[src/rtl/core/tncc_pkg.sv]
package tncc_pkg;

  localparam int POS_W_DEF = 24;

  localparam int RAW_W  = 52;
  localparam int CCD_W  = 53;
  localparam int INV_W  = 32;
  localparam int UNIT_W = 32;

  localparam int NUM_EDGE = 4;
  localparam int NUM_AXIS = 3;

  localparam int HALF_W     = 26;
  localparam int SS_W       = 108;
  localparam int ROOT_W     = 54;
  localparam int RREM_W     = 58;
  localparam int DNUM_W     = 82;
  localparam int DREM_W     = 56;
  localparam int QUO_W      = 49;
  localparam int UNIT_SHIFT = 30;
  localparam int RECIP_BIT  = 48;
  localparam int CNT_W      = 7;

  localparam int QDEPTH = 2;

  localparam logic [1:0] CORNER_0 = 2'd0;
  localparam logic [1:0] CORNER_1 = 2'd1;
  localparam logic [1:0] CORNER_2 = 2'd2;

  // edge slots in a job word
  localparam logic [1:0] EDGE_E0 = 2'd0;
  localparam logic [1:0] EDGE_E2 = 2'd1;
  localparam logic [1:0] EDGE_E3 = 2'd2;
  localparam logic [1:0] EDGE_E4 = 2'd3;

  typedef struct packed {
    logic full;
    logic empty;
  } qstat_t;

endpackage

[src/rtl/core/tncc_front.sv]
module tncc_front import tncc_pkg::*; #(
  parameter int POS_WIDTH = POS_W_DEF
) (
  input  logic                                       clk,
  input  logic                                       rst_n,
  input  logic                                       in_push,
  output logic                                       in_full,
  input  logic [1:0]                                 in_corner,
  input  logic signed [POS_WIDTH-1:0]                in_pos_x,
  input  logic signed [POS_WIDTH-1:0]                in_pos_y,
  input  logic signed [POS_WIDTH-1:0]                in_pos_z,
  input  logic signed [POS_WIDTH-1:0]                in_render_x,
  input  logic signed [POS_WIDTH-1:0]                in_render_y,
  input  logic signed [POS_WIDTH-1:0]                in_render_z,
  input  qstat_t                                     q_stat,
  output logic                                       q_push,
  output logic [NUM_EDGE*NUM_AXIS*(POS_WIDTH+1)-1:0] q_job
);

  localparam int EW = POS_WIDTH + 1;

  logic signed [POS_WIDTH-1:0] c0p_r [NUM_AXIS];
  logic signed [POS_WIDTH-1:0] c1p_r [NUM_AXIS];
  logic signed [POS_WIDTH-1:0] c0r_r [NUM_AXIS];
  logic signed [POS_WIDTH-1:0] c1r_r [NUM_AXIS];
  logic signed [POS_WIDTH-1:0] p [NUM_AXIS];
  logic signed [POS_WIDTH-1:0] r [NUM_AXIS];
  logic signed [EW-1:0]        ed [NUM_EDGE][NUM_AXIS];
  logic                        accept;

  assign in_full = q_stat.full;
  assign accept  = in_push && !q_stat.full;
  assign q_push  = accept && (in_corner == CORNER_2);

  always_comb begin
    p[0] = in_pos_x;
    p[1] = in_pos_y;
    p[2] = in_pos_z;
    r[0] = in_render_x;
    r[1] = in_render_y;
    r[2] = in_render_z;
    for (int c = 0; c < NUM_AXIS; c++) begin
      ed[EDGE_E0][c] = EW'(p[c]) - EW'(c0p_r[c]);
      ed[EDGE_E2][c] = EW'(c1p_r[c]) - EW'(c0p_r[c]);
      ed[EDGE_E3][c] = EW'(c1r_r[c]) - EW'(c0r_r[c]);
      ed[EDGE_E4][c] = EW'(r[c]) - EW'(c0r_r[c]);
    end
    for (int v = 0; v < NUM_EDGE; v++) begin
      for (int c = 0; c < NUM_AXIS; c++) begin
        q_job[(v*NUM_AXIS+c)*EW +: EW] = ed[v][c];
      end
    end
  end

  always_ff @(posedge clk) begin
    if (!rst_n) begin
      for (int c = 0; c < NUM_AXIS; c++) begin
        c0p_r[c] <= '0;
        c1p_r[c] <= '0;
        c0r_r[c] <= '0;
        c1r_r[c] <= '0;
      end
    end else if (accept) begin
      for (int c = 0; c < NUM_AXIS; c++) begin
        if (in_corner == CORNER_0) begin
          c0p_r[c] <= p[c];
          c0r_r[c] <= r[c];
        end
        if (in_corner == CORNER_1) begin
          c1p_r[c] <= p[c];
          c1r_r[c] <= r[c];
        end
      end
    end
  end

endmodule

[config.mk]
export PLATFORM = sky130hd
export DESIGN_NAME = tncc_front
export DESIGN_NICKNAME = d
export VERILOG_FILES = /design/src/rtl/core/tncc_pkg.sv /design/src/rtl/core/tncc_front.sv
export SDC_FILE = /design/constraint.sdc
export NUM_CORES = 1
export LEC_CHECK = 0
export BUFFER_PORTS_ARGS = -buffer_cell sky130_fd_sc_hd__buf_2
export CORE_MARGIN = 3
export CORE_UTILIZATION = 60
export DETAILED_ROUTE_END_ITERATION = 7
export GPL_TIMING_DRIVEN = 0
export PLACE_DENSITY = 0.85
export SLEW_MARGIN = 20
export SYNTH_ARGS = -nofsm -noshare
export SYNTH_HDL_FRONTEND = slang
export SYNTH_SLANG_ARGS = --single-unit
[constraint.sdc]
create_clock -name clk -period 22.9 [get_ports clk]
set_clock_uncertainty 0.05 [all_clocks]
set_input_delay 4.58 -clock clk [delete_from_list [all_inputs] [get_ports clk]]
set_output_delay 4.58 -clock clk [all_outputs]
set_load 0.005 [all_outputs]
# ---- After elaboration in Yosys (flattened, before gate mapping)
# Memory sizes are Yosys's and may differ from the RTL's.
# Index checks and enable logic that the tools add are counted.
# W data, S select, Z words.
dict set report op_classes {
  n_addsub 12
  n_eq_ne 2
  muxes 21
  bitwise_logic 12
  n_reduce_logical 4
}
# cell count
set ops {}
lappend ops {{$sub A24 B24 Y25} 12}
lappend ops {{$mux W24} 12}
lappend ops {{$or A1 B1 Y1} 12}
lappend ops {{$mux W1} 9}
lappend ops {{$eq A2 B1 Y1 const B} 1}
lappend ops {{$eq A2 B2 Y1 const B} 1}
lappend ops {{$logic_and A1 B1 Y1} 2}
lappend ops {{$logic_not A2 Y1} 1}
lappend ops {{$logic_not A1 Y1} 1}
dict set report totals {
  register_bits 0
  ram_bits 288
  input_bits 151
  out_inout_bits 302
  memories 4
}
# name words word_bits rd rd_clocked_by_memory_dff wr line_no
set mem_list {}
lappend mem_list {c0p_r 3 24 3 0 3 tncc_front.sv:22} ;# logic signed [POS_WIDTH-1:0] c0p_r [NUM_AXIS];
lappend mem_list {c0r_r 3 24 3 0 3 tncc_front.sv:24} ;# logic signed [POS_WIDTH-1:0] c0r_r [NUM_AXIS];
lappend mem_list {c1p_r 3 24 3 0 3 tncc_front.sv:23} ;# logic signed [POS_WIDTH-1:0] c1p_r [NUM_AXIS];
lappend mem_list {c1r_r 3 24 3 0 3 tncc_front.sv:25} ;# logic signed [POS_WIDTH-1:0] c1r_r [NUM_AXIS];

# ---- Logic depth before layout (Yosys ltp)
# Gate-level depths: netlist (run 1).
dict set report depth {
  ltp_word 6
  mapped_depth 12
  depth_no_buf 12
}

# ---- Least setup slack after synthesis (run 1)
# Ideal clock, no wire load.
dict set report synth_path {
  path_type {input-to-reg}
  start {input port q_stat[1] (netlist bit)}
  end {memory c0p_r[0][0] (netlist bit), enable pin}
  setup_ps 861
  t_arrival_ps 15294
  path_slack_ps 6695
  cell_stages 2
  path_buffers 0
  path_cell_list {nand2b_1 > o31ai_1}
}
# element line_no
set synth_lines {}
lappend synth_lines {{start: declaration} tncc_front.sv:15} ;# input qstat_t q_stat,
lappend synth_lines {{end: declaration} tncc_front.sv:22}

# ---- Worst setup path in the final report (run 1)
dict set report layout_path {
  start {input port in_pos_y[0]}
  end {output port q_job[47]}
}
dict set report layout_via {
  elab_chain_cells 1
}
# element line_no
set layout_lines {}
lappend layout_lines {{start: declaration} tncc_front.sv:10} ;# input logic signed [POS_WIDTH-1:0] in_pos_y,
lappend layout_lines {{$sub A24 B24 Y25} tncc_front.sv:43} ;# ed[EDGE_E0][c] = EW'(p[c]) - EW'(c0p_r[c]);
lappend layout_lines {{end: declaration} tncc_front.sv:17} ;# output logic [NUM_EDGE*NUM_AXIS*(POS_WIDTH+1)-1:0] q_job
# Every way passes these cells.

==> reports/metrics.cfg, run 1 <==
[synthesis]
synth_enable_flop_cells=288
ys_ff_latch=288
yosysSeqAreaShare_pct=35.0
async_reset_ff_share_pct=0
synth.distinct_cells=82
synth_top_family_by_area=simple AND/OR/NAND/NOR gates
synthFlopType=edfxtp_1
synth_mux_area_share_pct=0.122
syn-instance-count=2660
synth_area_mm2=0.0247
postSynthAreaPerCell_um2=9.29
synth_fa_ha_area_share_pct=15.6
yosys.area_share.simple_pct=18.6
synthXorXnorAreaFrac_pct=7.94
synth-compound-area-share_pct=18.0
syn_nets=3111
yosys_warnings=0

[floorplan]
die-area_mm2=0.0437
coreArea_mm2=0.0402
pin_count=453
row_count=73
start_util_pct=61.5
die_h_um=209
die_x_um=209

[cts]
cts_buffer_depth=3
cts.sinks=288
numCtsBuffers=34
cts_tree=built
postCtsSetupBuffers=0
cts-root-buf=clkbuf_16
hold_buffers=0
path_clk_slew_ns=0.06
cts-htree-levels=2
ctsResizeCount=0

[sta]
setup_violations=0
period_share_pct=54.5
rsz0062_at_grt=false
relSlewSlack_pct=39.6
hold_viol=0
finalSetupTns_ns=0
drv_slew=0
worstMarginPinSlew_ns=0.906
period_needed_ns=12.49
max_freq_mhz=80.1
setup_ws_ns=10.41

[route]
post_drt_wl_per_cell_um=19.0
drt_iter0_drc=1598
drc=0
ant_nets=0
vias=22000
vias_per_cell=5.93
drt_wl_total_um=70600
firstDrtPassIters=7

[global_routing]
antenna_found_initial=14
track_usage_pct=31.0
grt_pass1_vias=21600
grt_pass1_wl_um=111000
grt.overflow.total=0
grt_max_degree=48

[setup_path]
path_class=in -> out
crit_path_start_kind=input port
crit_arrival_ns=7.86
crit_path_end_kind=output pin
cp_max_fo=3
required_ns=18.27

[status]
status=completed

[placed_design]
pre_cts_slack_ns=10.48
dp_hpwl_um=56400
gp_congestion=0.957
io_buffers=451
dp_cells=3652

[power]
total_leakage_power_nw=13.4
powerDensity_mw_per_mm2=66.3
vdd_drop_max_uv=44.4
total_power_mw=1.92

[finish]
final_common_cell=buf_2
fin_cells=3721
layout_common_cells=buf_2, and2_1, ha_1, edfxtp_1, inv_1
drive_gt1_share_pct=17.6
area_growth_pct=17.5
fin_nets=3614

[job]
cap_violations=0

[hold_path]
hp-class=in -> reg

==> registers in the layout, summed over array words and instances (netlist names) <==
register	cells
c0r_r	72
c0p_r	72
c1r_r	72
c1p_r	72
==> metal layers <==
layer	part of all wire (%)	vias up	track usage (%)
met4	4.2	12	12.1
li1	-	10500	-
met2	47	949	52.8
met1	40	10400	38.5
met5	0.093	-	0
met3	8.8	192	7.03
==> Yosys cell counts, types with 6 or more instances <==
cell type | count | area share, %
a211oi_1 | 16 | 0.49
a21boi_0 | 16 | 0.49
a21o_1 | 101 | 3.1
a21oi_1 | 201 | 4.1
a31o_2 | 12 | 0.43
a31oi_1 | 27 | 0.68
and2_1 | 300 | 7.6
and3_1 | 24 | 0.61
clkbuf_1 | 51 | 0.77
edfxtp_1 | 288 | 35
fa_1 | 12 | 0.97
ha_1 | 288 | 15
inv_1 | 247 | 3.8
nand2_1 | 129 | 2.0
nand2b_1 | 38 | 0.96
nand3_1 | 45 | 0.91
nand4_1 | 18 | 0.46
nor2_1 | 153 | 2.3
nor2b_1 | 56 | 1.4
nor3_1 | 40 | 0.81
o2111ai_1 | 6 | 0.21
o211ai_1 | 14 | 0.43
o21a_1 | 47 | 1.4
o21ai_0 | 120 | 2.4
o21ai_1 | 7 | 0.14
o21bai_1 | 23 | 0.70
o31a_1 | 9 | 0.32
o31ai_1 | 12 | 0.36
or2_2 | 8 | 0.20
or3_1 | 17 | 0.43
xnor2_1 | 164 | 5.8
xor2_1 | 60 | 2.1
==> power breakdown <==
part | switching [mW] | total [mW] | internal [mW] | leakage, nW
clock | 0.220 | 0.544 | 0.324 | 0.536
combinational | 0.426 | 0.752 | 0.326 | 10.1
sequential | 0.0121 | 0.627 | 0.615 | 2.78
total | 0.658 | 1.92 | 1.27 | 13.4
==> critical path, stage by stage <==
cell	delay (ns)
buf_2	0.11
inv_1	0.04
ha_1	0.21
fa_1	0.40
nor2b_1	0.12
o21ai_0	0.10
a21boi_0	0.37
o21bai_1	0.21
a31oi_1	0.42
o21ai_0	0.31
nor3b_1	0.35
a41o_1	0.28
xor2_1	0.19
buf_2	0.14
==> through the flow <==
stage          utilization (%)  hold slack, ns  area (um2)
5_1_grt                   72.2            4.30       29000
2_1_floorplan                -            4.73       24700
3_5_place_dp              69.4            4.84       27900
6_report                  72.2            4.31       29000
3_3_place_gp              68.7            4.83       27600
4_1_cts                   72.2            4.29       29000
==> kinds of logic (layout without fill, tap and decap cells) <==
kind of cell / after synthesis / in the layout
adder cells (fa/ha/maj): 300 / 300
flip-flops: 288 / 288
AND/OR/NAND/NOR: 857 / 857
buffers and inverters: 304 / 829
other: 0 / 11
multiplexers: 3 / 3
AO/OA/AOI/OAI: 684 / 684
XOR/XNOR: 224 / 224
==> final timing paths <==
| kind | slack (ns) | to | from | cells past startpoint |
|---|---|---|---|---|
| worst max-delay path | 10.41 | q_job[47] | in_pos_y[0] | 14 |
| worst min-delay path | 4.31 | c1r_r[0][24] | in_render_y[0] | 2 |
==> layout make-up <==
class	instances	area [um2]
inverters	247	927
plain buffers	57	245
clock inverters	21	218
repair buffers	467	2500
well taps	525	657
diodes	11	27.5
clock buffers	37	883
fillers	2912	11200
flip-flops and latches	288	8650
multi-input cells	2068	14900
(Power assumes the default switching activity.)
==> run 2, diff against run 1 <==
CORE_UTILIZATION = 58   (was 60)
PLACE_DENSITY = 0.83   (was 0.85)
clock period = 12.86 ns   (was 22.9 ns; I/O delays follow)
==> run 2 against run 1 <==
First-iteration DRC count is 13% lower. Hold slack worse by 2.1 ns. Clock power is 58% higher. Sequential cell count stayed put. Critical path type unchanged. Critical endpoint unchanged. Via count is 1.9% lower. Sequential share of layout area is 0.15 points higher. Die area is 3.3% higher.
==> reports/metrics.cfg, run 2 (synthesis gave the netlist of run 1 again) <==
[setup_path]
cp_top_family=compound AO/OA/AOI/OAI gates
critPathMaxStageDelay_ns=0.41  ; about the same
crit_path_start_kind=input port
path_class=in -> out
crit_buf_inv=3  ; unchanged
crit_arrival_ns=5.82  ; -2.04 ns
critPathSlowestCell=fa_1
required_ns=10.24  ; -8.03 ns
crit_path_end_kind=output pin
path_cells=buf_2 -> inv_1 -> ha_1 -> fa_1 -> nor2b_1 -> o21ai_0 -> a21boi_0 -> o21bai_1 -> a31oi_1 -> o21ai_0 -> nor3b_1 -> a41o_1 -> xor2_1 -> buf_2
cp_max_fo=3  ; unchanged
cp-startpoint=in_pos_y[0]

[cts]
ctsResizeCount=0  ; unchanged
numCtsBuffers=30  ; -12%
postCtsSetupBuffers=0  ; unchanged
hold_buffers=0  ; unchanged
cts.sinks=288  ; unchanged
path_clk_slew_ns=0.07  ; about the same
cts-htree-levels=1  ; -1
cts_buffer_depth=3  ; unchanged
cts_tree=built
cts-root-buf=clkbuf_16

[floorplan]
start_util_pct=59.6  ; -1.9 points
die_x_um=212  ; +1.7%
coreArea_mm2=0.0415  ; +3.2%
die-area_mm2=0.0451  ; +3.3%
die_h_um=212  ; +1.7%
row_count=74  ; +1.4%
pin_count=453  ; unchanged

[route]
post_drt_wl_per_cell_um=18.4  ; -2.9%
drc=0  ; unchanged
firstDrtPassIters=5  ; -2
vias=21600  ; -1.9%
vias_per_cell=5.80  ; -2.1%
drt_wl_total_um=68700  ; -2.7%
drt_iter0_drc=1396  ; -13%
ant_nets=0  ; unchanged

[finish]
final_common_cell=buf_2
fillCellCount=3146  ; +8.0%
fin_nets=3609  ; -0.14%
drive_gt1_share_pct=17.4  ; -0.20 points
area_growth_pct=16.9
layout_common_cells=buf_2, and2_1, ha_1, edfxtp_1, inv_1
final_util_pct=69.6  ; -2.6 points
fin_cells=3729  ; +0.21%

[sta]
period_needed_ns=8.45
hold_viol=0  ; unchanged
worstMarginPinSlew_ns=1.04  ; +0.132 ns
fin_hold_ws_ns=2.23  ; -2.08 ns
rsz0062_at_grt=false
period_share_pct=65.7
setup_ws_ns=4.41  ; -6.00 ns
drv_slew=0  ; unchanged
relSlewSlack_pct=30.8  ; -8.8 points
max_freq_mhz=118
setup_violations=0  ; unchanged

[status]
status=completed

[hold_path]
whs_path_depth=2  ; unchanged
hold_end=c1r_r[0][0]
hp-class=in -> reg
min-delay-start=in_render_x[0]

[global_routing]
antenna_found_initial=20  ; +6
track_usage_pct=29.3  ; -1.8 points
grt_pass1_vias=21200  ; -1.8%
grt_pass1_wl_um=107000  ; -3.3%
grt_max_degree=51  ; +6.3%
grt.overflow.total=0  ; unchanged

[power]
total_power_mw=3.31  ; +72%
total_leakage_power_nw=13.4  ; -0.64%
vdd_drop_max_uv=90.8  ; +100%
powerDensity_mw_per_mm2=114  ; +73%

[placed_design]
io_buffers=451  ; unchanged
pre_cts_slack_ns=4.55  ; -5.93 ns
dp_cells=3658  ; +0.16%
gp_congestion=0.923  ; -3.6%
dp_hpwl_um=55700  ; -1.1%

[job]
cap_violations=0  ; unchanged

[run 2: metrics by stage]
stage          cell area, um2  setup TNS [ns]
2_1_floorplan           24700               0
3_3_place_gp            27600          -39.66
3_5_place_dp            27900               0
4_1_cts                 28800               0
5_1_grt                 28900               0
6_report                28900               0
[run 2: area by class of cell]
cell class	count	area (um2)	share of cell area, %
plain buffers	57	244	0.845
well taps	532	666	2.30
diodes	16	40.0	0.139
flip-flops and latches	288	8650	29.9
clock inverters	21	195	0.676
inverters	247	927	3.21
clock buffers	34	766	2.65
multi-input cells	2068	14900	51.7
repair buffers	466	2470	8.57
[run 2: report_power, final]
group          total [mW]  switching [mW]  internal, mW
registers            1.12          0.0205          1.10
clock network       0.860           0.373         0.487
logic                1.33           0.751         0.580
total                3.31            1.14          2.16
[run 2: how the worst max path moves through the flow]
stage,to,cells after the start
after floorplan,c0p_r[0][0],2
after global placement,c0r_r[0][62],3
after detailed placement,q_job[47],14
after CTS,q_job[47],14
after global routing,q_job[47],14
final,q_job[47],14
[run 2: routing by layer]
layer	up-vias	share of wire, %	GRT usage (%)	wire length, um
met5	-	0.10	0	70
met4	10	4.6	13.0	3190
met3	210	7.2	5.96	4930
met2	787	49	51.3	33600
met1	10100	39	34.8	27000
li1	10500	-	-	-
