==> src/rtl/core/tncc_pkg.sv <==
package tncc_pkg;

  localparam int POS_W_DEF = 24;

  localparam int RAW_W  = 52;
  localparam int CCD_W  = 53;
  localparam int INV_W  = 32;
  localparam int UNIT_W = 32;

  localparam int NUM_EDGE = 4;
  localparam int NUM_AXIS = 3;

  localparam int HALF_W     = 26;
  localparam int SS_W       = 108;
  localparam int ROOT_W     = 54;
  localparam int RREM_W     = 58;
  localparam int DNUM_W     = 82;
  localparam int DREM_W     = 56;
  localparam int QUO_W      = 49;
  localparam int UNIT_SHIFT = 30;
  localparam int RECIP_BIT  = 48;
  localparam int CNT_W      = 7;

  localparam int QDEPTH = 2;

  localparam logic [1:0] CORNER_0 = 2'd0;
  localparam logic [1:0] CORNER_1 = 2'd1;
  localparam logic [1:0] CORNER_2 = 2'd2;

  // edge slots in a job word
  localparam logic [1:0] EDGE_E0 = 2'd0;
  localparam logic [1:0] EDGE_E2 = 2'd1;
  localparam logic [1:0] EDGE_E3 = 2'd2;
  localparam logic [1:0] EDGE_E4 = 2'd3;

  typedef struct packed {
    logic full;
    logic empty;
  } qstat_t;

endpackage

==> src/rtl/core/tncc_queue.sv <==
module tncc_queue import tncc_pkg::*; #(
  parameter int WIDTH = 8
) (
  input  logic             clk,
  input  logic             rst_n,
  input  logic             push,
  input  logic [WIDTH-1:0] din,
  input  logic             pop,
  output logic [WIDTH-1:0] dout,
  output qstat_t           stat
);

  localparam int PTR_W = $clog2(QDEPTH);
  localparam int CNT_QW = $clog2(QDEPTH + 1);

  logic [WIDTH-1:0]  mem_r [QDEPTH];
  logic [PTR_W-1:0]  wptr_r;
  logic [PTR_W-1:0]  rptr_r;
  logic [CNT_QW-1:0] cnt_r;

  assign stat.full  = (cnt_r == CNT_QW'(QDEPTH));
  assign stat.empty = (cnt_r == '0);
  assign dout       = mem_r[rptr_r];

  always_ff @(posedge clk) begin
    if (push) begin
      mem_r[wptr_r] <= din;
    end
  end

  always_ff @(posedge clk) begin
    if (!rst_n) begin
      wptr_r <= '0;
      rptr_r <= '0;
      cnt_r  <= '0;
    end else begin
      if (push) begin
        wptr_r <= wptr_r + PTR_W'(1);
      end
      if (pop) begin
        rptr_r <= rptr_r + PTR_W'(1);
      end
      if (push && !pop) begin
        cnt_r <= cnt_r + CNT_QW'(1);
      end else if (pop && !push) begin
        cnt_r <= cnt_r - CNT_QW'(1);
      end
    end
  end

endmodule

==> config.mk <==
export PLATFORM = sky130hd
export DESIGN_NAME = tncc_queue
export DESIGN_NICKNAME = d
export VERILOG_FILES = /design/src/rtl/core/tncc_pkg.sv /design/src/rtl/core/tncc_queue.sv
export SDC_FILE = /design/constraint.sdc
export NUM_CORES = 1
export LEC_CHECK = 0
export BUFFER_PORTS_ARGS = -buffer_cell sky130_fd_sc_hd__clkbuf_2
export CORE_ASPECT_RATIO = 1.25
export CORE_MARGIN = 1.5
export CORE_UTILIZATION = 35
export DETAILED_ROUTE_END_ITERATION = 16
export SYNTH_ARGS = -nofsm -noshare
export SYNTH_HDL_FRONTEND = slang
export SYNTH_SLANG_ARGS = --single-unit
==> constraint.sdc <==
create_clock -name clk -period 3.4 [get_ports clk]
set_input_delay 0.51 -clock clk [delete_from_list [all_inputs] [get_ports clk]]
set_output_delay 0.51 -clock clk [all_outputs]
set_load 0.005 [all_outputs]
Word level (Yosys, flattened, before mapping)
Memories as Yosys holds them, arrays and structs flattened. A register that Yosys moved wholly into a read port is not among the register bits.
Cells that the tools add are included.
{ "op_classes": {"n_eq_ne": 1, "mux": 6, "n_shift": 0, "n_mul": 0, "order_cmp": 0, "n_bitwise": 0, "add_sub_neg": 4, "div": 0, "n_reduce_logical": 6} }
{ "ops": {"columns": ["cell", "n"], "rows": [
  ["two-way mux 1 bit", 4],
  ["two-way mux 2 bit", 2],
  ["adder 1 bit, second input constant", 2],
  ["adder 2 x 1 -> 2 bit, second input constant", 1],
  ["== test 2 bit, second input constant", 1],
  ["logical AND 1 bit", 2],
  ["zero test 1 bit", 2],
  ["zero test 2 bit", 1],
  ["nonzero test 2 bit", 1],
  ["subtractor 2 x 1 -> 2 bit, second input constant", 1]
]} }
{ "totals": {"n_memories": 1, "wordCells": 21, "ram_bits": 16, "mem_bits_ro": 0, "latch_bits": 0, "output_inout_bits": 10, "reg_bits": 4, "input_bits": 12} }
{ "mem_list": {"columns": ["memory", "words", "word_bits", "rd", "rd_ports_with_merged_regs", "write_ports", "line_no", "rtl"], "rows": [
  ["mem_r", 2, 8, 1, 1, 1, "tncc_queue.sv:16", "logic [WIDTH-1:0] mem_r [QDEPTH];"]
]} }

Logic depth before layout (Yosys ltp)
Gate-level depths: netlist (run 1).
{ "depth": {"word_depth": 4, "ltp_mapped": 5, "ltp_nobuf": 5} }

Worst setup path before layout (run 1)
No wires, ideal clock.
{ "synth_timing": {"path_kind": "in2reg", "startpoint": "input port pop", "endpoint": "register cnt_r[1]", "required_time_ps": 3330, "arrival_time_ps": 1308, "path_buffers": 0, "path_slack_ps": 2022, "path_stages": 4, "setup_time_ps": 70, "path_cell_list": "inv_1 > ha_1 > or3_1 > a21boi_1"} }
{ "synth_via": {"elab_chain_cells": 3, "elab_cells_between_ends": 5, "cone_classes": "1 x mux; 4 x reduce/logical"} }
{ "synth_lines": {"columns": ["element", "line_no", "rtl"], "rows": [
  ["start: declaration", "tncc_queue.sv:8", "input logic pop,"],
  ["zero test 1 bit", "tncc_queue.sv:43", "if (push && !pop) begin"],
  ["logical AND 1 bit", "tncc_queue.sv:43", null],
  ["two-way mux 2 bit or nonzero test 2 bit (tied branches)", null, null],
  ["end signal: assignment", "tncc_queue.sv:44", "cnt_r <= cnt_r + CNT_QW'(1);"],
  ["end signal: assignment", "tncc_queue.sv:46", "cnt_r <= cnt_r - CNT_QW'(1);"],
  ["end: declaration", "tncc_queue.sv:19", "logic [CNT_QW-1:0] cnt_r;"]
]} }
Parallel ways exist; a longest one is shown, timed or not.
A chain may end at the register's enable or synchronous reset.

==> results of run 1 <==
[metrics by stage]
| stage | setup slack [ns] | power [mW] |
|---|---|---|
| final | 1.55 | 0.477 |
| after global routing | 1.47 | 0.504 |
| after CTS | 1.51 | 0.483 |
| after detailed placement | 1.76 | 0.370 |
| after global placement | 1.79 | 0.368 |
| after floorplan | 2.02 | 0.343 |
[layer usage]
metal  vias to the layer above  share of wire  track usage
met5                         -              0            0
met4                         0         0.0053       0.0504
met3                         2          0.066       0.0225
met2                        18           0.52        0.157
met1                       198           0.41        0.117
li1                        219              -            -
[cell type report]
cell class / instances / area (sq um) / share of cell area
Inverter: 1 / 3.75 / 0.00391
Timing Repair Buffer: 21 / 105 / 0.109
Sequential cell: 21 / 581 / 0.604
Tap cell: 31 / 38.8 / 0.0404
Clock buffer: 3 / 22.5 / 0.0234
Multi-Input combinational cell: 24 / 205 / 0.214
Clock inverter: 1 / 5.00 / 0.00521
[flip-flops by register name, summed over array words and instances (netlist names), named ones only]
name and count:
wptr_r 1, cnt_r 2, mem_r 16, rptr_r 1
[cell usage in the layout, fill, tap and decap left out]
cell       n
and2_1     4
mux2_2     8
and2b_2    1
or3_1      1
inv_1      1
ha_1       1
o21ai_0    1
edfxtp_1  16
dfxtp_1    5
a21boi_1   1
o21a_1     1
xor2_1     2
clkbuf_4   3
xnor2_1    1
clkinv_2   1
nor2b_1    2
clkbuf_2  21
nor2_1     1
[path summary, 6_finish.rpt]
| path | to | slack [ns] |
|---|---|---|
| max | dout[0] | 1.55 |
| min | mem_r[1][1] | 0.40 |
| max reg2reg | mem_r[0][2] | 2.14 |
| min reg2reg | cnt_r[1] | 0.51 |
[synthesized netlist by cell type]
library cell,count
and2b_2,1
edfxtp_1,16
o21ai_0,1
nor2_1,1
xnor2_1,1
nor2b_1,2
or3_1,1
o21a_1,1
and2_1,4
xor2_1,2
mux2_2,8
buf_2,1
inv_1,1
ha_1,1
a21boi_1,1
dfxtp_1,5
[cell families after synthesis]
| group | count (synthesis) | share of synthesized area |
|---|---|---|
| AO/OA/AOI/OAI | 3 | 0.0252 |
| XOR/XNOR | 3 | 0.0331 |
| adder cells (fa/ha/maj) | 1 | 0.0157 |
| buffers and inverters | 2 | 0.0110 |
| flip-flops | 21 | 0.731 |
| multiplexers | 8 | 0.113 |
| AND/OR/NAND/NOR | 9 | 0.0709 |
[power by group through the flow]
| stage | logic [mW] | clock network (mW) | registers (mW) |
|---|---|---|---|
| floorplan | 0.0380 | 0 | 0.305 |
| global placement | 0.0585 | 0 | 0.309 |
| CTS | 0.0601 | 0.118 | 0.305 |
| global route | 0.0649 | 0.133 | 0.306 |
| detailed placement | 0.0599 | 0 | 0.311 |
| finish | 0.0586 | 0.114 | 0.304 |
==> reports/qor.csv, run 1 <==
metric;value;unit
status;completed;
YS warnings;0;
first-pass GRT wire length;1780;microns
drt via density;4.28;
Finished Layout Cells;102;
pwr dens;496;nW/um^2
Mean Syn Cell Area;16.9;sq um
setup TNS;0;ns
VDD IR max;295;uV
slowest cell on the critical path;dfxtp_1;
CP Depth;2;
R2R depth;1;
share of total power in sequential cells;0.638;
P_int;372;uW
clk root buf;clkbuf_4;
CTS clk-pin slew, worst paths;0.11;ns
initial antenna violation count;0;
category of the most critical setup path;flip-flop to primary output;
Clk Latency, worst-skew pair;0.29;ns
unrepaired setup endpoints after global routing;false;
hold_buf cts;0;
antenna cell count;0;
GP Congestion;0.599;
share of layout cells above drive strength 1;0.479;
largest delay contributor family on the critical path;flip-flops;
post-CTS setup buffer count;0;
syn nets;60;
Sink Count;21;
Hold Path Depth;1;
Yosys top cell by area;edfxtp_1;
Achievable Freq;0.540;GHz
NetSw;105;uW
CP Max Fanout;8;
die height;56.3;microns
Die W;45.6;microns
FF-to-FF Start;wptr_r;
hold_sp;din[1];
wire length per cell;11.1;microns
CP Data Required Time;2.89;ns
Mapped Cells;47;
final hold viol count;0;
number of max-cap violations;0;
Post-Syn Area;795;sq um
# port buffers;21;
num ports;22;
clock network power share;0.239;
post-layout util;0.444;
H-tree Lvls;1;
vias in the first global route;418;
final-layout fill cell count;206;
Vias;437;
CP Launch Type;flip-flop;
post-synth top area share;0.605;
worst-margin pin slew;0.727;ns
DRT iter0 DRCs;4;
combinational power share;0.123;
Pleak;0.384;nW
synth unique cells;16;
placed cell areas;933;sq um
fin. max-slew vios;0;
Core Rows;19;
hold slack;0.399;ns
Area contributors post-synth;edfxtp_1 60%, dfxtp_1 13%, mux2_2 11%;
Bufs and invs on worst path;1;
Worst Path Arrival;1.34;ns
GR Util All Layers;0.0977;
drt pass-1 iters;4;
number of remaining DRC errors;0;
Initial Utilization;0.367;
min-delay worst type;input port to flip-flop;
crit-path max cell delay;0.55;ns
sequential area share after synthesis;0.731;
Final ANT Viol Nets;0;
Area Growth Syn to Fin;20.9;%
#FFs+latches synth;21;
CP Cell Sequence;mux2_2, clkbuf_2;
critical path endpoint category;primary output;
crit path time final;1.85;ns
Final Instance Area;961;sq um
Die Area;2570;sq um
NumNets Final;85;
pin count of the biggest net entering global routing;13;
placed cells;98;
Final setup viols;0;
Detail Placement HPWL;859;microns
total wire length;1130;microns
CTS max path bufs;2;
headroom to the max-slew limit;0.514;
Fin Clk Skew;0.00226;ns
Final Cycle Share;0.545;
post-cts sizing count;0;
core area;2160;sq um
gr ovfl total;0;
CTS tree;done;
Num CTS Buffers;3;
sw frac;0.219;
(Power assumes the default switching activity.)
==> run 2: changes to the inputs <==
--- a/config.mk
+++ b/config.mk
@@ -5,6 +5,7 @@
 export SDC_FILE = /design/constraint.sdc
 export NUM_CORES = 1
 export LEC_CHECK = 0
+export ABC_AREA = 1
 export BUFFER_PORTS_ARGS = -buffer_cell sky130_fd_sc_hd__clkbuf_2
 export CORE_ASPECT_RATIO = 1.25
 export CORE_MARGIN = 1.5
==> constraint.sdc (replaced) <==
create_clock -name clk -period 1.6 [get_ports clk]
set_input_delay 0.24 -clock clk [delete_from_list [all_inputs] [get_ports clk]]
set_output_delay 0.24 -clock clk [all_outputs]
set_load 0.005 [all_outputs]
==> reports/qor.csv, run 2 <==
metric;value;unit;change
R2R Path End;mem_r[0][6];;was mem_r[0][2]
number of max-cap violations;0;;unchanged
commonest non-fill, non-tap cell in the layout;clkbuf_2;;unchanged
hold worst-path end;mem_r[0][3];;was mem_r[1][1]
most frequent cell after synthesis;edfxtp_1;;unchanged
antenna cell count;0;;unchanged
Bufs and invs on worst path;1;;unchanged
Die W;45.9;microns;was 45.6 microns
post-cts sizing count;1;;was 0
Top Registers;mem_r x16, cnt_r x2;;unchanged
# port buffers;21;;unchanged
drt pass-1 iters;3;;was 4
fin. max-slew vios;0;;unchanged
hold_sp;din[3];;was din[1]
drt via density;4.44;;was 4.28
Clk Latency, worst-skew pair;0.30;ns;was 0.29 ns
Sink Count;21;;unchanged
CP Data Required Time;1.36;ns;was 2.89 ns
Mean Syn Cell Area;13.9;sq um;was 16.9 sq um
headroom to the max-slew limit;0.774;;was 0.514
first-pass GRT wire length;2020;microns;was 1780 microns
Detail Placement HPWL;947;microns;was 859 microns
crit path time final;1.46;ns;
final-layout fill cell count;216;;was 206
top cells by count, synth;16 x edfxtp_1, 8 x inv_1, 8 x mux2_2, 7 x nor2_1, 5 x dfxtp_1;;was 16 x edfxtp_1, 8 x mux2_2, 5 x dfxtp_1, 4 x and2_1
GR Util All Layers;0.111;;was 0.0977
clk root buf;clkbuf_4;;unchanged
min-delay worst type;input port to flip-flop;;unchanged
Final ANT Viol Nets;0;;unchanged
Initial Utilization;0.368;;was 0.367
critical path endpoint category;primary output;;unchanged
Yosys top cell by area;edfxtp_1;;unchanged
final worst slack;0.137;ns;was 1.55 ns
#FFs+latches synth;21;;unchanged
DRT iter0 DRCs;3;;was 4
CP Cell Sequence;mux2_2, clkbuf_2;;unchanged
pin count of the biggest net entering global routing;12;;was 13
Pleak;0.417;nW;was 0.384 nW
number of remaining DRC errors;0;;unchanged
Final Instance Area;978;sq um;was 961 sq um
vias in the first global route;506;;was 418
sequential area share after synthesis;0.722;;was 0.731
NumNets Final;97;;was 85
status;completed;;unchanged
Hold Path Depth;1;;unchanged
slowest cell on the critical path;dfxtp_2;;was dfxtp_1
GP Congestion;0.604;;was 0.599
category of the most critical setup path;flip-flop to primary output;;unchanged
crit-path max cell delay;0.45;ns;was 0.55 ns
Area contributors post-synth;edfxtp_1 60%, dfxtp_1 12%, mux2_2 11%;;was edfxtp_1 60%, dfxtp_1 13%, mux2_2 11%
FFs w/ async S/R, synth;0;;unchanged
CTS max path bufs;2;;unchanged
total wire length;1210;microns;was 1130 microns
unrepaired setup endpoints after global routing;false;;unchanged
R2R depth;2;;was 1
largest delay contributor family on the critical path;flip-flops;;unchanged
most flop-heavy register;mem_r;;unchanged
post-CTS setup buffer count;0;;unchanged
Core Rows;19;;unchanged
Num CTS Buffers;3;;unchanged
Post-Syn Area;805;sq um;was 795 sq um
CTS clk-pin slew, worst paths;0.11;ns;about the same
Area Growth Syn to Fin;21.6;%;was 20.9%
Post-synth EDFFs;16;;unchanged
final hold viol count;0;;unchanged
Finished Layout Cells;114;;was 102
Achievable Freq;0.684;GHz;
die height;56.6;microns;was 56.3 microns
commonest non-fill, non-tap cells in the layout;21 x clkbuf_2, 16 x edfxtp_1, 8 x inv_1, 8 x mux2_2, 7 x nor2_1;;was 21 x clkbuf_2, 16 x edfxtp_1, 8 x mux2_2
setup TNS;0;ns;unchanged
CP Max Fanout;8;;unchanged
Vias;506;;was 437
num ports;22;;unchanged
post-synth top area share;0.597;;was 0.605
flop-to-flop setup slack;0.56;ns;was 2.14 ns
Fin Clk Skew;0.00348;ns;was 0.00226 ns
placed cells;110;;was 98
core area;2190;sq um;was 2160 sq um
synth unique cells;16;;unchanged
share of layout cells above drive strength 1;0.434;;was 0.479
syn nets;71;;was 60
VDD IR max;464;uV;was 295 uV
CTS tree;done;;unchanged
Mapped Cells;58;;was 47
placed cell areas;951;sq um;was 933 sq um
FF-to-FF Start;wptr_r;;unchanged
Final setup viols;0;;unchanged
CP Launch Type;flip-flop;;unchanged
worst-margin pin slew;0.339;ns;was 0.727 ns
Worst Path Arrival;1.22;ns;was 1.34 ns
Die Area;2600;sq um;was 2570 sq um
post-place setup slack;0.328;ns;was 1.76 ns
Largest register FFs;16;;unchanged
Top FF cell, synth;edfxtp_1;;unchanged
pwr dens;1040;nW/um^2;was 496 nW/um^2
Final Cycle Share;0.914;;
YS warnings;0;;unchanged
H-tree Lvls;1;;unchanged
hold_buf cts;0;;unchanged
wire length per cell;10.6;microns;was 11.1 microns
initial antenna violation count;0;;unchanged
gr ovfl total;0;;unchanged
run 2: worst register-to-register path, stage by stage (launching register included):
cell and delay [ns]:
dfxtp_1 0.34, nor2_1 0.22, buf_4 0.21
run 2: cells by family (layout without fill, tap and decap cells):
kind of cell | Yosys count | in the layout | share of synthesized area
adders and majority gates | 1 | 1 | 0.0155
AOI/OAI and AO/OA | 2 | 2 | 0.0124
buffers and inverters | 10 | 35 | 0.0482
and+or+nand+nor | 15 | 15 | 0.0793
muxes | 8 | 8 | 0.112
xor gates and xnor gates | 1 | 1 | 0.0109
DFF | 21 | 21 | 0.722
run 2: worst max path at each step:
stage / cells past startpoint / end / from
2_1_floorplan: 1 / mem_r[0][0] / wptr_r
6_report: 2 / dout[0] / flip-flop
5_1_grt: 2 / dout[0] / flip-flop
4_1_cts: 2 / dout[0] / flip-flop
3_3_place_gp: 2 / dout[0] / flip-flop
3_5_place_dp: 2 / dout[0] / flip-flop
run 2: metal layers:
metal  part of all wire  track usage
met1               0.38        0.112
met3              0.069       0.0386
met2               0.52        0.183
met5                  0            0
met4              0.027       0.0735
run 2: cell type report:
cell class	count	area (sq um)	share of cell area
flip-flops and latches	21	582	0.595
well taps	31	38.8	0.0396
clock buffers	4	26.3	0.0269
inverters	9	33.8	0.0345
repair buffers	22	113	0.115
multi-input cells	27	185	0.189
run 2: stage by stage:
| step | hold WS [ns] | utilization | power, mW |
|---|---|---|---|
| after floorplan | 0.339 | - | 0.725 |
| after global placement | 0.430 | 0.435 | 0.779 |
| after detailed placement | 0.433 | 0.435 | 0.787 |
| after CTS | 0.112 | 0.447 | 1.03 |
| after global routing | 0.109 | 0.447 | 1.07 |
| final | 0.122 | 0.447 | 1.02 |
run 2: report_power, final:
part	switching (mW)	internal, mW
sequential	0.0212	0.624
clock	0.149	0.0972
combinational	0.0594	0.0669
