`src/rtl/core/tncc_pkg.sv`:
```
package tncc_pkg;

  localparam int POS_W_DEF = 24;

  localparam int RAW_W  = 52;
  localparam int CCD_W  = 53;
  localparam int INV_W  = 32;
  localparam int UNIT_W = 32;

  localparam int NUM_EDGE = 4;
  localparam int NUM_AXIS = 3;

  localparam int HALF_W     = 26;
  localparam int SS_W       = 108;
  localparam int ROOT_W     = 54;
  localparam int RREM_W     = 58;
  localparam int DNUM_W     = 82;
  localparam int DREM_W     = 56;
  localparam int QUO_W      = 49;
  localparam int UNIT_SHIFT = 30;
  localparam int RECIP_BIT  = 48;
  localparam int CNT_W      = 7;

  localparam int QDEPTH = 2;

  localparam logic [1:0] CORNER_0 = 2'd0;
  localparam logic [1:0] CORNER_1 = 2'd1;
  localparam logic [1:0] CORNER_2 = 2'd2;

  // edge slots in a job word
  localparam logic [1:0] EDGE_E0 = 2'd0;
  localparam logic [1:0] EDGE_E2 = 2'd1;
  localparam logic [1:0] EDGE_E3 = 2'd2;
  localparam logic [1:0] EDGE_E4 = 2'd3;

  typedef struct packed {
    logic full;
    logic empty;
  } qstat_t;

endpackage

```
`src/rtl/core/tncc_back.sv`:
```
module tncc_back import tncc_pkg::*; #(
  parameter int POS_WIDTH = POS_W_DEF
) (
  input  logic                                       clk,
  input  logic                                       rst_n,
  input  qstat_t                                     q_stat,
  input  logic [NUM_EDGE*NUM_AXIS*(POS_WIDTH+1)-1:0] q_job,
  output logic                                       q_pop,
  output logic                                       out_empty,
  input  logic                                       out_pop,
  output logic signed [RAW_W-1:0]                    out_raw_nx,
  output logic signed [RAW_W-1:0]                    out_raw_ny,
  output logic signed [RAW_W-1:0]                    out_raw_nz,
  output logic [INV_W-1:0]                           out_inv_magnitude,
  output logic signed [UNIT_W-1:0]                   out_unit_nx,
  output logic signed [UNIT_W-1:0]                   out_unit_ny,
  output logic signed [UNIT_W-1:0]                   out_unit_nz,
  output logic signed [CCD_W-1:0]                    out_ccd_x,
  output logic signed [CCD_W-1:0]                    out_ccd_y,
  output logic signed [CCD_W-1:0]                    out_ccd_z,
  output logic                                       out_degenerate
);

  localparam int EW    = POS_WIDTH + 1;
  localparam int JOB_W = NUM_EDGE * NUM_AXIS * EW;
  localparam int MW    = (EW > HALF_W + 1) ? EW : HALF_W + 1;
  localparam int PW2   = 2 * MW;
  localparam int ACC_W = (2 * EW + 2 > CCD_W + 1) ? 2 * EW + 2 : CCD_W + 1;

  localparam logic [2:0] S_IDLE = 3'd0;
  localparam logic [2:0] S_XMUL = 3'd1;
  localparam logic [2:0] S_XACC = 3'd2;
  localparam logic [2:0] S_SMUL = 3'd3;
  localparam logic [2:0] S_SACC = 3'd4;
  localparam logic [2:0] S_ROOT = 3'd5;
  localparam logic [2:0] S_DIV  = 3'd6;
  localparam logic [2:0] S_PUSH = 3'd7;

  function automatic logic signed [RAW_W-1:0] sat_raw(input logic signed [ACC_W-1:0] a);
    logic signed [ACC_W-1:0] hi;
    logic signed [ACC_W-1:0] lo;
    hi = $signed({{(ACC_W-RAW_W+1){1'b0}}, {(RAW_W-1){1'b1}}});
    lo = $signed({{(ACC_W-RAW_W+1){1'b1}}, {(RAW_W-1){1'b0}}});
    if (a > hi) begin
      return hi[RAW_W-1:0];
    end else if (a < lo) begin
      return lo[RAW_W-1:0];
    end
    return a[RAW_W-1:0];
  endfunction

  function automatic logic signed [CCD_W-1:0] sat_ccd(input logic signed [ACC_W-1:0] a);
    logic signed [ACC_W-1:0] hi;
    logic signed [ACC_W-1:0] lo;
    hi = $signed({{(ACC_W-CCD_W+1){1'b0}}, {(CCD_W-1){1'b1}}});
    lo = $signed({{(ACC_W-CCD_W+1){1'b1}}, {(CCD_W-1){1'b0}}});
    if (a > hi) begin
      return hi[CCD_W-1:0];
    end else if (a < lo) begin
      return lo[CCD_W-1:0];
    end
    return a[CCD_W-1:0];
  endfunction

  logic [2:0]               state_r;
  logic                     out_valid_r;
  logic [JOB_W-1:0]         job_r;
  logic [1:0]               k_r;
  logic [2:0]               t_r;
  logic [CNT_W-1:0]         cnt_r;
  logic signed [PW2-1:0]    prod_r;
  logic signed [ACC_W-1:0]  acc_raw_r;
  logic signed [ACC_W-1:0]  acc_ccd_r;
  logic signed [RAW_W-1:0]  raw_r [NUM_AXIS];
  logic signed [CCD_W-1:0]  ccd_r [NUM_AXIS];
  logic [SS_W-1:0]          ss_r;
  logic [ROOT_W-1:0]        root_r;
  logic [RREM_W-1:0]        rrem_r;
  logic [DNUM_W-1:0]        num_r;
  logic [DREM_W-1:0]        drem_r;
  logic [QUO_W-1:0]         quo_r;
  logic [INV_W-1:0]         inv_r;
  logic signed [UNIT_W-1:0] unit_r [NUM_AXIS];
  logic                     degen_r;

  logic signed [EW-1:0]     ed [NUM_EDGE][NUM_AXIS];
  logic [1:0]               ax_i;
  logic [1:0]               ax_j;
  logic [1:0]               a_v;
  logic [1:0]               a_c;
  logic [1:0]               b_v;
  logic [1:0]               b_c;
  logic [1:0]               km1;
  logic signed [RAW_W-1:0]  raw_sel;
  logic signed [RAW_W-1:0]  raw_div;
  logic [RAW_W-1:0]         mag_sel;
  logic [HALF_W-1:0]        mag_hi;
  logic [HALF_W-1:0]        mag_lo;
  logic signed [MW-1:0]     mul_a;
  logic signed [MW-1:0]     mul_b;
  logic signed [ACC_W-1:0]  term;
  logic signed [ACC_W-1:0]  acc_raw_nxt;
  logic signed [ACC_W-1:0]  acc_ccd_nxt;
  logic [SS_W-1:0]          sq_term;
  logic [RREM_W-1:0]        rrem2;
  logic [RREM_W-1:0]        trial;
  logic [RREM_W-1:0]        rrem_nxt;
  logic [ROOT_W-1:0]        root_nxt;
  logic [DREM_W-1:0]        drem2;
  logic [DREM_W-1:0]        dvs;
  logic [DREM_W-1:0]        drem_nxt;
  logic [QUO_W-1:0]         quo_nxt;
  logic [UNIT_W-1:0]        q_unit;
  logic                     push_ok;

  assign q_pop     = (state_r == S_IDLE) && !q_stat.empty;
  assign out_empty = !out_valid_r;
  assign push_ok   = (state_r == S_PUSH) && (!out_valid_r || out_pop);
  assign km1       = k_r - 2'd1;

  always_comb begin
    for (int v = 0; v < NUM_EDGE; v++) begin
      for (int c = 0; c < NUM_AXIS; c++) begin
        ed[v][c] = job_r[(v*NUM_AXIS+c)*EW +: EW];
      end
    end

    case (k_r)
      2'd0: begin
        ax_i = 2'd1; ax_j = 2'd2; raw_sel = raw_r[0];
      end
      2'd1: begin
        ax_i = 2'd2; ax_j = 2'd0; raw_sel = raw_r[1];
      end
      2'd2: begin
        ax_i = 2'd0; ax_j = 2'd1; raw_sel = raw_r[2];
      end
      default: begin
        ax_i = 2'd1; ax_j = 2'd2; raw_sel = raw_r[0];
      end
    endcase

    case (km1)
      2'd1:    raw_div = raw_r[1];
      2'd2:    raw_div = raw_r[2];
      default: raw_div = raw_r[0];
    endcase

    mag_sel = raw_sel[RAW_W-1] ? RAW_W'(-raw_sel) : raw_sel;
    mag_hi  = mag_sel[RAW_W-1 -: HALF_W];
    mag_lo  = mag_sel[HALF_W-1:0];

    // cross terms: raw e2xe0, ccd e3xe0 + e2xe4
    a_v = (t_r inside {3'd2, 3'd3}) ? EDGE_E3 : EDGE_E2;
    a_c = t_r[0] ? ax_j : ax_i;
    b_v = (t_r < 3'd4) ? EDGE_E0 : EDGE_E4;
    b_c = t_r[0] ? ax_i : ax_j;

    if (state_r == S_SMUL) begin
      case (t_r)
        3'd0: begin
          mul_a = $signed(MW'(mag_hi)); mul_b = $signed(MW'(mag_hi));
        end
        3'd1: begin
          mul_a = $signed(MW'(mag_hi)); mul_b = $signed(MW'(mag_lo));
        end
        default: begin
          mul_a = $signed(MW'(mag_lo)); mul_b = $signed(MW'(mag_lo));
        end
      endcase
    end else begin
      mul_a = MW'(ed[a_v][a_c]);
      mul_b = MW'(ed[b_v][b_c]);
    end

    term        = ACC_W'(prod_r);
    acc_raw_nxt = acc_raw_r;
    acc_ccd_nxt = acc_ccd_r;
    if (t_r < 3'd2) begin
      acc_raw_nxt = t_r[0] ? acc_raw_r - term : acc_raw_r + term;
    end else begin
      acc_ccd_nxt = t_r[0] ? acc_ccd_r - term : acc_ccd_r + term;
    end

    case (t_r)
      3'd0:    sq_term = SS_W'($unsigned(prod_r)) << (2 * HALF_W);
      3'd1:    sq_term = SS_W'($unsigned(prod_r)) << (HALF_W + 1);
      default: sq_term = SS_W'($unsigned(prod_r));
    endcase

    rrem2 = {rrem_r[RREM_W-3:0], ss_r[SS_W-1 -: 2]};
    trial = RREM_W'({root_r, 2'b01});
    if (rrem2 >= trial) begin
      rrem_nxt = rrem2 - trial;
      root_nxt = {root_r[ROOT_W-2:0], 1'b1};
    end else begin
      rrem_nxt = rrem2;
      root_nxt = {root_r[ROOT_W-2:0], 1'b0};
    end

    drem2 = {drem_r[DREM_W-2:0], num_r[DNUM_W-1]};
    dvs   = DREM_W'(root_r);
    if (drem2 >= dvs) begin
      drem_nxt = drem2 - dvs;
      quo_nxt  = {quo_r[QUO_W-2:0], 1'b1};
    end else begin
      drem_nxt = drem2;
      quo_nxt  = {quo_r[QUO_W-2:0], 1'b0};
    end
    q_unit = raw_div[RAW_W-1] ? -quo_nxt[UNIT_W-1:0] : quo_nxt[UNIT_W-1:0];
  end

  always_ff @(posedge clk) begin
    if (!rst_n) begin
      state_r     <= S_IDLE;
      out_valid_r <= 1'b0;
    end else begin
      if (push_ok) begin
        out_valid_r <= 1'b1;
      end else if (out_pop) begin
        out_valid_r <= 1'b0;
      end
      case (state_r)
        S_IDLE: begin
          if (!q_stat.empty) begin
            state_r <= S_XMUL;
          end
        end
        S_XMUL: state_r <= S_XACC;
        S_XACC: begin
          if (t_r == 3'd5 && k_r == 2'd2) begin
            state_r <= S_SMUL;
          end else begin
            state_r <= S_XMUL;
          end
        end
        S_SMUL: state_r <= S_SACC;
        S_SACC: begin
          if (t_r == 3'd2 && k_r == 2'd2) begin
            state_r <= S_ROOT;
          end else begin
            state_r <= S_SMUL;
          end
        end
        S_ROOT: begin
          if (cnt_r == CNT_W'(ROOT_W - 1)) begin
            state_r <= (root_nxt == '0) ? S_PUSH : S_DIV;
          end
        end
        S_DIV: begin
          if (cnt_r == CNT_W'(DNUM_W - 1) && k_r == 2'd3) begin
            state_r <= S_PUSH;
          end
        end
        S_PUSH: begin
          if (push_ok) begin
            state_r <= S_IDLE;
          end
        end
        default: state_r <= S_IDLE;
      endcase
    end
  end

  always_ff @(posedge clk) begin
    case (state_r)
      S_IDLE: begin
        if (!q_stat.empty) begin
          job_r     <= q_job;
          k_r       <= 2'd0;
          t_r       <= 3'd0;
          acc_raw_r <= '0;
          acc_ccd_r <= '0;
        end
      end
      S_XMUL, S_SMUL: begin
        prod_r <= mul_a * mul_b;
      end
      S_XACC: begin
        if (t_r == 3'd5) begin
          raw_r[k_r] <= sat_raw(acc_raw_r);
          ccd_r[k_r] <= sat_ccd(acc_ccd_nxt);
          acc_raw_r  <= '0;
          acc_ccd_r  <= '0;
          t_r        <= 3'd0;
          if (k_r == 2'd2) begin
            k_r  <= 2'd0;
            ss_r <= '0;
          end else begin
            k_r <= k_r + 2'd1;
          end
        end else begin
          acc_raw_r <= acc_raw_nxt;
          acc_ccd_r <= acc_ccd_nxt;
          t_r       <= t_r + 3'd1;
        end
      end
      S_SACC: begin
        ss_r <= ss_r + sq_term;
        if (t_r == 3'd2) begin
          t_r <= 3'd0;
          if (k_r == 2'd2) begin
            cnt_r  <= '0;
            root_r <= '0;
            rrem_r <= '0;
          end else begin
            k_r <= k_r + 2'd1;
          end
        end else begin
          t_r <= t_r + 3'd1;
        end
      end
      S_ROOT: begin
        ss_r   <= ss_r << 2;
        root_r <= root_nxt;
        rrem_r <= rrem_nxt;
        if (cnt_r == CNT_W'(ROOT_W - 1)) begin
          cnt_r  <= '0;
          k_r    <= 2'd0;
          num_r  <= DNUM_W'(1) << RECIP_BIT;
          drem_r <= '0;
          quo_r  <= '0;
          if (root_nxt == '0) begin
            inv_r   <= '1;
            degen_r <= 1'b1;
            for (int c = 0; c < NUM_AXIS; c++) begin
              unit_r[c] <= '0;
            end
          end
        end else begin
          cnt_r <= cnt_r + CNT_W'(1);
        end
      end
      S_DIV: begin
        if (cnt_r == CNT_W'(DNUM_W - 1)) begin
          cnt_r  <= '0;
          drem_r <= '0;
          quo_r  <= '0;
          num_r  <= DNUM_W'(mag_sel) << UNIT_SHIFT;
          k_r    <= k_r + 2'd1;
          if (k_r == 2'd0) begin
            inv_r <= (|quo_nxt[QUO_W-1:INV_W]) ? '1 : quo_nxt[INV_W-1:0];
          end else begin
            unit_r[km1] <= q_unit;
          end
          if (k_r == 2'd3) begin
            degen_r <= 1'b0;
          end
        end else begin
          num_r  <= num_r << 1;
          drem_r <= drem_nxt;
          quo_r  <= quo_nxt;
          cnt_r  <= cnt_r + CNT_W'(1);
        end
      end
      S_PUSH: begin
        if (push_ok) begin
          out_raw_nx        <= raw_r[0];
          out_raw_ny        <= raw_r[1];
          out_raw_nz        <= raw_r[2];
          out_inv_magnitude <= inv_r;
          out_unit_nx       <= unit_r[0];
          out_unit_ny       <= unit_r[1];
          out_unit_nz       <= unit_r[2];
          out_ccd_x         <= ccd_r[0];
          out_ccd_y         <= ccd_r[1];
          out_ccd_z         <= ccd_r[2];
          out_degenerate    <= degen_r;
        end
      end
      default: begin
      end
    endcase
  end

endmodule
```
`config.mk`:
```
export PLATFORM = sky130hd
export DESIGN_NAME = tncc_back
export DESIGN_NICKNAME = d
export VERILOG_FILES = /design/src/rtl/core/tncc_pkg.sv /design/src/rtl/core/tncc_back.sv
export SDC_FILE = /design/constraint.sdc
export NUM_CORES = 2
export LEC_CHECK = 0
export BUFFER_PORTS_ARGS = -buffer_cell sky130_fd_sc_hd__buf_2
export CAP_MARGIN = 20
export CORE_MARGIN = 1
export CORE_UTILIZATION = 35
export CTS_BUF_LIST = sky130_fd_sc_hd__clkbuf_2 sky130_fd_sc_hd__clkbuf_4 sky130_fd_sc_hd__clkbuf_8
export DETAILED_ROUTE_END_ITERATION = 7
export HOLD_SLACK_MARGIN = 0.06
export MAX_ROUTING_LAYER = met4
export PLACE_DENSITY = 0.5
export SYNTH_ARGS = -nofsm -noshare
export SYNTH_HDL_FRONTEND = slang
export SYNTH_SLANG_ARGS = --single-unit
```
`constraint.sdc`:
```
create_clock -name clk -period 46.9 [get_ports clk]
set_clock_uncertainty 0.05 [all_clocks]
set_input_delay 9.38 -clock clk [delete_from_list [all_inputs] [get_ports clk]]
set_output_delay 9.38 -clock clk [all_outputs]
set_load 0.02 [all_outputs]
```
# [Word level (Yosys, flattened, before mapping)]
# Memory sizes are Yosys's and may differ from the RTL's. A register that Yosys moved wholly into a read port is not among the register bits.
# Index checks and enable logic that the tools add are counted.
[classes] add_sub_neg=13 n_mul=1 order_cmp=12 n_eq_ne=32 muxes=128 n_bitwise=5 n_reduce_logical=38
[op_table] operator="2-to-1 mux 54 bit" n=9
[op_table] operator="one-hot mux 108 bit (3 select lines)" n=1
[op_table] operator="one-hot mux 54 bit (2 select lines)" n=3
[op_table] operator="2-to-1 mux 52 bit" n=6
[op_table] operator="binary-select mux 75 bit (select 2 bit)" n=2
[op_table] operator="2-to-1 mux 75 bit" n=4
[op_table] operator="2-to-1 mux 53 bit" n=5
[op_table] operator="2-to-1 mux 32 bit" n=7
[op_table] operator="2-to-1 mux 108 bit" n=2
[op_table] operator="one-hot mux 106 bit (2 select lines)" n=1
[op_table] operator="one-hot mux 52 bit (2 select lines)" n=2
[op_table] operator="2-to-1 mux 56 bit" n=3
[op_table] operator="2-to-1 mux 55 bit" n=3
[op_table] operator="2-to-1 mux 82 bit" n=2
[op_table] operator="one-hot mux 82 bit (2 select lines)" n=1
[op_table] operator="one-hot mux 56 bit (2 select lines)" n=1
[op_table] operator="one-hot mux 55 bit (2 select lines)" n=1
[op_table] operator="adder 108 bit" n=1
[op_table] operator="adder 54 bit" n=2
[op_table] operator="subtractor 54 bit" n=2
[op_table] operator="binary-select mux 25 bit (select 2 bit)" n=2
[op_table] operator="2-to-1 mux 25 bit" n=4
[op_table] operator="2-to-1 mux 48 bit" n=2
[op_table] operator="one-hot mux 48 bit (2 select lines)" n=1
[op_table] operator="59 further kinds" n=162
[totals] regBits=1103 ram_bits=411 output_inout_bits=446 wordCells=254 memories=3
[mem_list] name="ccd_r" words=3 word_bits=53 read_ports=3 rd_clocked_by_memory_dff=3 wr=1 line_no="tncc_back.sv:75" rtl="logic signed [CCD_W-1:0] ccd_r [NUM_AXIS];"
[mem_list] name="raw_r" words=3 word_bits=52 read_ports=3 rd_clocked_by_memory_dff=0 wr=1 line_no="tncc_back.sv:74" rtl="logic signed [RAW_W-1:0] raw_r [NUM_AXIS];"
[mem_list] name="unit_r" words=3 word_bits=32 read_ports=3 rd_clocked_by_memory_dff=3 wr=3 line_no="tncc_back.sv:83" rtl="logic signed [UNIT_W-1:0] unit_r [NUM_AXIS];"

# [Logic depth before layout (Yosys ltp)]
[logic_depth] depth_word=12 depth_mapped=45

# [Worst setup path before layout]
# Ideal clock, no wire load.
[synth_timing] path_type="input-to-output" start="input port q_stat[0] in the netlist's numbering" end="output port q_pop" arrival_time_ns=38.004 required_time_ns=37.470 setup_slack_ns=-0.534 cell_stages=1 path_cell_list="nor4_1"
[synth_via] elab_chain_cells=2
[synth_rtl] element="start: declaration" line_no="tncc_back.sv:6" rtl="input qstat_t q_stat,"
[synth_rtl] element="logical NOT 1 bit"
[synth_rtl] element="logical AND 1 bit" line_no="tncc_back.sv:116" rtl="assign q_pop = (state_r == S_IDLE) && !q_stat.empty;"
[synth_rtl] element="end: declaration" line_no="tncc_back.sv:8" rtl="output logic q_pop,"
# Every way passes these cells.

# [Worst setup path in the final report]
# Ends and elaborated chain as after synthesis.

==> results.cfg <==
[worst_setup_path]
cp.buffers_inverters = 2
crit_family = simple AND/OR/NAND/NOR gates
path_cells = buf_2 -> nor4_4 -> buf_2
worstSetupStartpointType = primary input
cp.required_ns = 37.47
path_class = in -> out
cp_slowest_cell = nor4_4
slowest_delay_ns = 0.47
worstSetupEndpointType = output port
crit_top_cell = buf_2
path_max_fanout = 2
cp.arrival_ns = 10.30

[clock_tree]
cts_resized = 0
cts_made_buffers = 316
worst_setup_hold_path_clk_slew_ns = 0.06
cts_max_path_buffers = 4
hold_buffers = 0
clock_latency_ns = 1.07
cts.sinks = 1739
cts_tree = yes
postCtsSetupRepairBufs = 0
cts-root-buf = clkbuf_8
htree_levels = 5

[logic_synthesis]
ys_ff_latch = 1739
synthArstFlopShare = 0
yosysSeqAreaShare = 0.463
syn_nets = 11800
yosysWarnings = 0
synth-edff-count = 1735
syn_inst = 10200
synthFlopType = edfxtp_1
synth_area_um2 = 113000
synth_cell_type_count = 89
avgSynthCellArea_um2 = 11.0

[job]
cap_violations = 0

[timing]
finalHoldViolations = 0
period_share = 0.421
fin_crit_ns = 19.73
worst_slew_pin_slew_ns = 1.31
slew_viol_final = 0
slew_headroom = 0.126
setup_viol = 0
timing.final.ws_setup_ns = 27.17
fmax_ghz = 0.0507
rsz0062_at_grt = no
fin_setup_tns_ns = 0

[routing]
drtPass1Iterations = 6
drc_errors = 0
vias_per_cell = 5.28
totalWireLength_um = 379000
ant_nets = 0
vias = 81900
wl_per_cell_um = 24.4
drt_iter0_markers = 7088

[floorplan]
initial_core_util = 0.353
num_io_pins = 751
die_h_um = 569
fp.dieW_um = 569
std_cell_rows = 207
core_um2 = 319000
die-area_um2 = 324000

[layout]
layout_common_cells = 1,735 x edfxtp_1, 1,098 x nor2_1, 1,045 x inv_1, 968 x nand2_1, 764 x fa_1
layout-drive-gt1-share = 0.152
seq_area_um2 = 52200
layoutNonFillerInstCount = 15500
fillers = 31200
final_common_cell = edfxtp_1
areaGrowthSynthToFinish_pct = 13.9
fin_nets = 12500
multiInputGateArea_um2 = 55100

[place]
dp.cells = 14900
dp_slack_ns = 27.17
port_buffers = 749
dp_hpwl_um = 292000
gp_congestion = 0.956

[global_routing]
grt_antenna_before_repair = 47
first_global_vias = 82600
grt-ovfl-total = 0
grt_max_degree = 167
grt_use_total = 0.236
grt_pass1_wl_um = 554000

[run_status]
run_status = complete, no violations

[min_path]
hold_class = reg -> reg
-- flip-flops by register name, summed over array words and instances, names as in the netlist, 32 cells and up --
name	flops
acc_raw_r	54
inv_r	32
out_ccd_y	53
out_unit_ny	32
out_ccd_x	53
out_unit_nz	32
unit_r	96
out_ccd_z	53
ccd_r	159
out_inv_magnitude	32
drem_r	55
out_raw_nz	52
rrem_r	56
job_r	300
out_raw_ny	52
prod_r	54
out_raw_nx	52
root_r	54
num_r	52
out_unit_nx	32
quo_r	48
acc_ccd_r	54
raw_r	156
ss_r	108
-- logic make-up after synthesis --
family	share of synthesized area
compound gates	0.113
xor+xnor	0.0368
fa+ha+maj	0.195
buf+inv	0.0525
flops	0.463
mux	0.0217
simple gates	0.118
-- area by class of cell --
type | count | share of cell area
Timing Repair Buffer | 950 | 0.0416
Tap cell | 4284 | 0.0418
Clock buffer | 415 | 0.0399
Sequential cell | 1739 | 0.407
Clock inverter | 143 | 0.00917
Antenna cell | 36 | 0.000702
Multi-Input combinational cell | 6907 | 0.429
Inverter | 1050 | 0.0307
-- Yosys cell counts, drive strengths merged (72+ instances only) --
library cell | n | area [um2]
nand2b | 72 | 450
mux2i | 93 | 958
o21bai | 75 | 563
inv | 1049 | 3940
nor3 | 117 | 586
nand3 | 103 | 515
fa | 764 | 15300
a211oi | 99 | 743
xor2 | 155 | 1360
edfxtp | 1735 | 52100
o21ai | 348 | 1740
ha | 495 | 6190
nor2 | 1119 | 4220
a22o | 78 | 683
nand2 | 994 | 3780
and2 | 142 | 888
xnor2 | 318 | 2790
nand4 | 103 | 644
a21o | 220 | 1650
clkbuf | 433 | 1630
a21oi | 667 | 3340
and3 | 85 | 532
-- metrics by stage --
stage | hold slack [ns] | cell area, um2 | utilization
2_1_floorplan | 0.350 | 113000 | -
3_3_place_gp | 0.353 | 122000 | 0.382
3_5_place_dp | 0.355 | 122000 | 0.382
4_1_cts | 0.315 | 128000 | 0.402
5_1_grt | 0.333 | 128000 | 0.402
6_report | 0.336 | 128000 | 0.402
-- routing by layer --
metal	vias to the layer above	wire length (um)	GRT usage
li1	37200	-	-
met1	41200	168000	0.317
met2	3018	172000	0.368
met3	505	27300	0.0420
met4	0	10700	0.0628
met5	-	0	-
-- path summary, 6_finish.rpt --
path                start            end  slack, ns  cells past startpoint
min          ccd_r[1][10]  out_ccd_y[10]       0.34                      0
max reg2reg        k_r[0]     prod_r[53]      32.56                     36
max             q_stat[0]          q_pop      27.17                      3
min reg2reg  ccd_r[1][10]  out_ccd_y[10]       0.34                      0
Power is left out: the tool's default activity adds up to more than one toggle a clock period on the data nets, which glitch-free logic cannot reach.
